===== src/rtl/prs80_pkg.sv =====
`timescale 1ns / 1ps
`default_nettype none
// ----------------------------------------------------------------------------
// prs80_pkg: shared types and round functions
// S-box, bit permutation and key schedule step of the 80-bit-key block
// cipher, plus the word type that moves from cell to cell.
// ----------------------------------------------------------------------------
package prs80_pkg;

    localparam int BLOCK_W       = 64;
    localparam int KEY_W         = 80;
    localparam int KEY_HIGH_W    = 16;
    localparam int CFG_DATA_W    = 64;
    localparam int CFG_INDEX_W   = 1;
    localparam int RND_W         = 5;
    localparam int ROUND_COUNT_DEF = 31;

    // configuration register indexes
    localparam logic [CFG_INDEX_W-1:0] REG_KEY_LOW  = 1'b0;
    localparam logic [CFG_INDEX_W-1:0] REG_KEY_HIGH = 1'b1;

    // one word in flight: cipher state and the running key register
    typedef struct packed {
        logic [BLOCK_W-1:0] state;
        logic [KEY_W-1:0]   key;
    } stage_t;

    function automatic logic [3:0] sbox4(input logic [3:0] x);
        logic [3:0] y;
        case (x)
            4'h0: y = 4'hc;
            4'h1: y = 4'h5;
            4'h2: y = 4'h6;
            4'h3: y = 4'hb;
            4'h4: y = 4'h9;
            4'h5: y = 4'h0;
            4'h6: y = 4'ha;
            4'h7: y = 4'hd;
            4'h8: y = 4'h3;
            4'h9: y = 4'he;
            4'ha: y = 4'hf;
            4'hb: y = 4'h8;
            4'hc: y = 4'h4;
            4'hd: y = 4'h7;
            4'he: y = 4'h1;
            default: y = 4'h2;
        endcase
        return y;
    endfunction

    function automatic logic [BLOCK_W-1:0] sub_layer(input logic [BLOCK_W-1:0] s);
        logic [BLOCK_W-1:0] r;
        for (int n = 0; n < BLOCK_W / 4; n++) begin
            r[4*n +: 4] = sbox4(s[4*n +: 4]);
        end
        return r;
    endfunction

    // bit i moves to 16*i mod 63; the top bit stays
    function automatic logic [BLOCK_W-1:0] perm_layer(input logic [BLOCK_W-1:0] s);
        logic [BLOCK_W-1:0] r;
        for (int i = 0; i < BLOCK_W; i++) begin
            if (i == BLOCK_W - 1) begin
                r[BLOCK_W-1] = s[i];
            end else begin
                r[(16 * i) % (BLOCK_W - 1)] = s[i];
            end
        end
        return r;
    endfunction

    // rotate left by 61, S-box on the top nibble, round number into bits 19..15
    function automatic logic [KEY_W-1:0] key_step(input logic [KEY_W-1:0] k,
                                                  input logic [RND_W-1:0] rnd);
        logic [KEY_W-1:0] r;
        r = {k[18:0], k[KEY_W-1:19]};
        r[KEY_W-1 -: 4] = sbox4(r[KEY_W-1 -: 4]);
        r[19:15] = r[19:15] ^ rnd;
        return r;
    endfunction

endpackage
`default_nettype wire


===== src/rtl/prs80_cell.sv =====
`timescale 1ns / 1ps
`default_nettype none
// ----------------------------------------------------------------------------
// prs80_cell: one cipher round
// Holds one word (state and key) and hands it to the next cell when that
// cell can take it.
// ----------------------------------------------------------------------------
module prs80_cell #(
    parameter int ROUND_NUM = 1
) (
    input  wire logic             clk,
    input  wire logic             rst_n,
    input  wire logic             up_valid,
    output logic                  up_ready,
    input  wire prs80_pkg::stage_t up_word,
    output logic                  dn_valid,
    input  wire logic             dn_ready,
    output prs80_pkg::stage_t     dn_word
);
    import prs80_pkg::*;

    localparam logic [RND_W-1:0] RND = RND_W'(ROUND_NUM);

    logic   valid_reg;
    stage_t word_reg;
    stage_t word_next;

    // take a word when empty or when the held word leaves this cycle
    assign up_ready = !valid_reg || dn_ready;

    always_comb
    begin
        word_next.state = perm_layer(sub_layer(up_word.state ^ up_word.key[KEY_W-1 -: BLOCK_W]));
        word_next.key   = key_step(up_word.key, RND);
    end

    always_ff @(posedge clk or negedge rst_n)
    begin
        if (!rst_n) begin
            valid_reg <= 1'b0;
        end else if (up_ready) begin
            valid_reg <= up_valid;
        end
    end

    always_ff @(posedge clk)
    begin
        if (up_valid && up_ready) begin
            word_reg <= word_next;
        end
    end

    assign dn_valid = valid_reg;
    assign dn_word  = word_reg;

endmodule
`default_nettype wire


===== config.mk =====
export PLATFORM = sky130hd
export DESIGN_NAME = prs80_cell
export DESIGN_NICKNAME = d
export VERILOG_FILES = /design/src/rtl/prs80_pkg.sv /design/src/rtl/prs80_cell.sv
export SDC_FILE = /design/constraint.sdc
export NUM_CORES = 1
export LEC_CHECK = 0
export ABC_AREA = 1
export BUFFER_PORTS_ARGS = -buffer_cell sky130_fd_sc_hd__buf_2
export CORE_MARGIN = 1
export CORE_UTILIZATION = 34
export CTS_CLUSTER_SIZE = 30
export DETAILED_ROUTE_END_ITERATION = 16
export PLACE_DENSITY_LB_ADDON = 0.2
export SYNTH_ARGS = -nofsm -noshare
export SYNTH_HDL_FRONTEND = slang
export SYNTH_SLANG_ARGS = --single-unit
export TNS_END_PERCENT = 100

===== constraint.sdc =====
create_clock -name clk -period 11.3 [get_ports clk]
set_input_delay 2.26 -clock clk [delete_from_list [all_inputs] [get_ports clk]]
set_output_delay 2.26 -clock clk [all_outputs]
set_load 0.01 [all_outputs]

==> impl_metrics.env <==
export IMPL_io_buffers=293
export IMPL_critPathTopFamily="buffers and inverters"
export IMPL_initial_core_util_pct=35.0
export IMPL_synth_cells=1058
export IMPL_syn_area_um2=8580
export IMPL_fin_setup_tns_ns=0
export IMPL_busiest_layer="met2"
export IMPL_synth_compound_area_share_pct=0.802
export IMPL_clock_latency_ns=0.42
export IMPL_period_share_pct=43.5
export IMPL_antenna_found_initial=9
export IMPL_final_antenna_net_count=0
export IMPL_cp_end_kind="primary output"
export IMPL_hold_viol_final=0
export IMPL_dieArea_um2=25900
export IMPL_relSlewSlack_pct=46.1
export IMPL_synthAdderAreaFrac_pct=7.72
export IMPL_synth_warnings=0
export IMPL_clock_sinks=145
export IMPL_fin_ws_ns=6.38
export IMPL_hold_buffers=0
export IMPL_place_hpwl_mm=14.8
export IMPL_root_buffer="clkbuf_16"
export IMPL_path_class="primary input to primary output"
export IMPL_synth_top_area_cell="edfxtp_1"
export IMPL_grt_ovfl_total=0
export IMPL_routed_wl_mm=19.4
export IMPL_leakage_nw=6.07
export IMPL_nNetsFinal=1571
export IMPL_cts_resized_gates=0
export IMPL_grt_pass1_vias=6796
export IMPL_finClkSkew_ns=0.00717
export IMPL_gp_congestion=0.841
export IMPL_via_per_inst=4.34
export IMPL_clkTransAtPathRegs_ns=0.06
export IMPL_syn_area_per_cell_um2=8.11
export IMPL_power_total_w=0.00156
export IMPL_maxCapViolations=0
export IMPL_post_cts_buffers=0
export IMPL_syn_num_nets=1259
export IMPL_ys_ff_latch=145
export IMPL_dp_slack_ns=6.38
export IMPL_drtIter0Drc=297
export IMPL_grt_start_max_net_pins=145
export IMPL_critical_path_max_stage_delay_ns=0.14
export IMPL_p_comb_share_pct=19.6
export IMPL_grt_util_met1_pct=17.6
export IMPL_p_sw_w=0.000430
export IMPL_die_w_um=161
export IMPL_wl_per_cell_um=11.3
export IMPL_ys_seq_area_share_pct=50.7
export IMPL_min_period_ns=4.92
export IMPL_power_frac_seq_pct=42.0
export IMPL_fill_cells=2507
export IMPL_arrival_ns=2.66
export IMPL_synth_area_leaders="edfxtp_1 (50%), nand2_1 (23%), ha_1 (7.7%), inv_1 (7.6%), nand3_1 (3.9%)"
export IMPL_grt_pass1_wl_mm=31.5
export IMPL_worst_slew_pin_slew_ns=0.809
export IMPL_first_pass_iters=5
export IMPL_cp_cell_sequence="buf_2 -> inv_1 -> nand2_1 -> buf_2"
export IMPL_cts_tree="done"
export IMPL_p_per_area_nw_per_um2=141
export IMPL_synthXorXnorAreaFrac_pct=3.08
export IMPL_holdWs_ns=0.580
export IMPL_cts_max_path_buffers=2
export IMPL_ir_drop_mv=0.0767
export IMPL_netlist_area_leader_share_pct=50.4
export IMPL_row_count=57
export IMPL_grt_total_usage_pct=15.2
export IMPL_met3_usage_pct=5.14
export IMPL_rsz0062_at_grt="false"
export IMPL_drc=0
export IMPL_path_buf_inv=3
export IMPL_routed_via_count=7434
export IMPL_finalSetupViolCount=0
export IMPL_io_pins=294
export IMPL_met2_usage_pct=25.9
export IMPL_utilization_pct=45.3
export IMPL_hp_class="flop to flop"
export IMPL_drive_gt1_share_pct=24.9
export IMPL_synth_top_family_by_area="simple AND/OR/NAND/NOR gates"
export IMPL_ys_types=20
export IMPL_clock_fmax_mhz=203
export IMPL_finalMaxSlewViolations=0
export IMPL_muxShareOfSynthArea_pct=0
export IMPL_cts_buffers=17
export IMPL_chipHeight_um=161
export IMPL_internal_power_w=0.00113
export IMPL_area_delta_synth_final_pct=29.4
export IMPL_synth_simple_gate_area_share_pct=30.0
export IMPL_required_ns=9.04
export IMPL_htreeDepth=4
export IMPL_status="completed"
export IMPL_p_sw_share_pct=27.5
export IMPL_cp_max_fo=2
export IMPL_slowest_stage="buf_2"
export IMPL_p_clk_share_pct=38.4
export IMPL_cp_common_cell="buf_2"
export IMPL_startpoint_type="primary input"
export IMPL_core_um2=24500
final cells by class:
class | instances | area (um^2) | share of cell area [%]
Sequential cell | 145 | 4350 | 39.2
Inverter | 174 | 653 | 5.88
Tap cell | 324 | 405 | 3.65
Clock buffer | 18 | 429 | 3.86
Timing Repair Buffer | 294 | 1490 | 13.4
Antenna cell | 6 | 15.0 | 0.135
Multi-Input combinational cell | 738 | 3580 | 32.3
Clock inverter | 14 | 185 | 1.67
layer usage:
layer	part of all wire, %	vias up	routed length, um
met5	0.13	-	26
met4	1.3	4	257
met3	7.8	17	1520
met2	48	192	9250
met1	43	3296	8300
li1	-	3925	-
path summary, 6_finish.rpt:
| path | start | endpoint | slack (ns) | cells after the start |
|---|---|---|---|---|
| min | dn_valid | dn_valid | 0.58 | 2 |
| max reg2reg | dn_valid | dn_word[126] | 9.62 | 2 |
| min reg2reg | dn_valid | dn_valid | 0.58 | 2 |
| max | dn_ready | up_ready | 6.38 | 4 |
| max in group asynchronous | rst_n | dn_valid | 9.60 | 1 |
| min in group asynchronous | rst_n | dn_valid | 1.61 | 1 |
power by group through the flow:
stage	Combinational, W	Sequential, W	Clock, W
floorplan	0.000172	0.000698	0
global placement	0.000305	0.000667	0
detailed placement	0.000309	0.000668	0
CTS	0.000310	0.000657	0.000616
global route	0.000355	0.000660	0.000634
finish	0.000305	0.000656	0.000600
per-stage QoR:
step	area [um^2]	cells
3_3_place_gp	10500	1675
5_1_grt	11100	1710
3_5_place_dp	10500	1675
2_1_floorplan	8580	1058
4_1_cts	11100	1707
6_report	11100	1713
sequential cells by signal, indices dropped and copies added (netlist names):
name      cells
dn_word     144
dn_valid      1
synth_stat cells (all sizes together):
library cell / number
a211oi: 2
nand2: 524
a21oi: 3
or2: 1
inv: 174
nor2: 65
o21ai: 6
xnor2: 16
buf: 1
edfxtp: 144
o2bb2ai: 1
nand3: 67
dfrtp: 1
ha: 53
worst reg2reg max path, cell delays in order (launching register included):
cell and delay, ns:
dfrtp_1 0.42, a21oi_4 0.18, buf_12 0.58
cells by family after synthesis:
family                     Yosys count
adders and majority gates           53
buffers and inverters              175
xor gates and xnor gates            16
DFF                                145
AOI/OAI and AO/OA                   12
and+or+nand+nor                    657
placed cells by master (no fill, tap or decap), types with 2 or more instances in the layout:
cell type	instances
bufinv_16	4
a211oi_1	2
nor2_1	64
a21oi_1	2
diode_2	6
inv_1	173
ha_1	53
xnor2_2	14
nand3_1	67
nand2_1	520
clkbuf_16	17
nand2_2	3
o21ai_0	6
buf_2	293
clkinv_2	3
inv_6	3
clkinv_1	2
edfxtp_1	144
No activity file was read; power rests on OpenSTA's default activity.
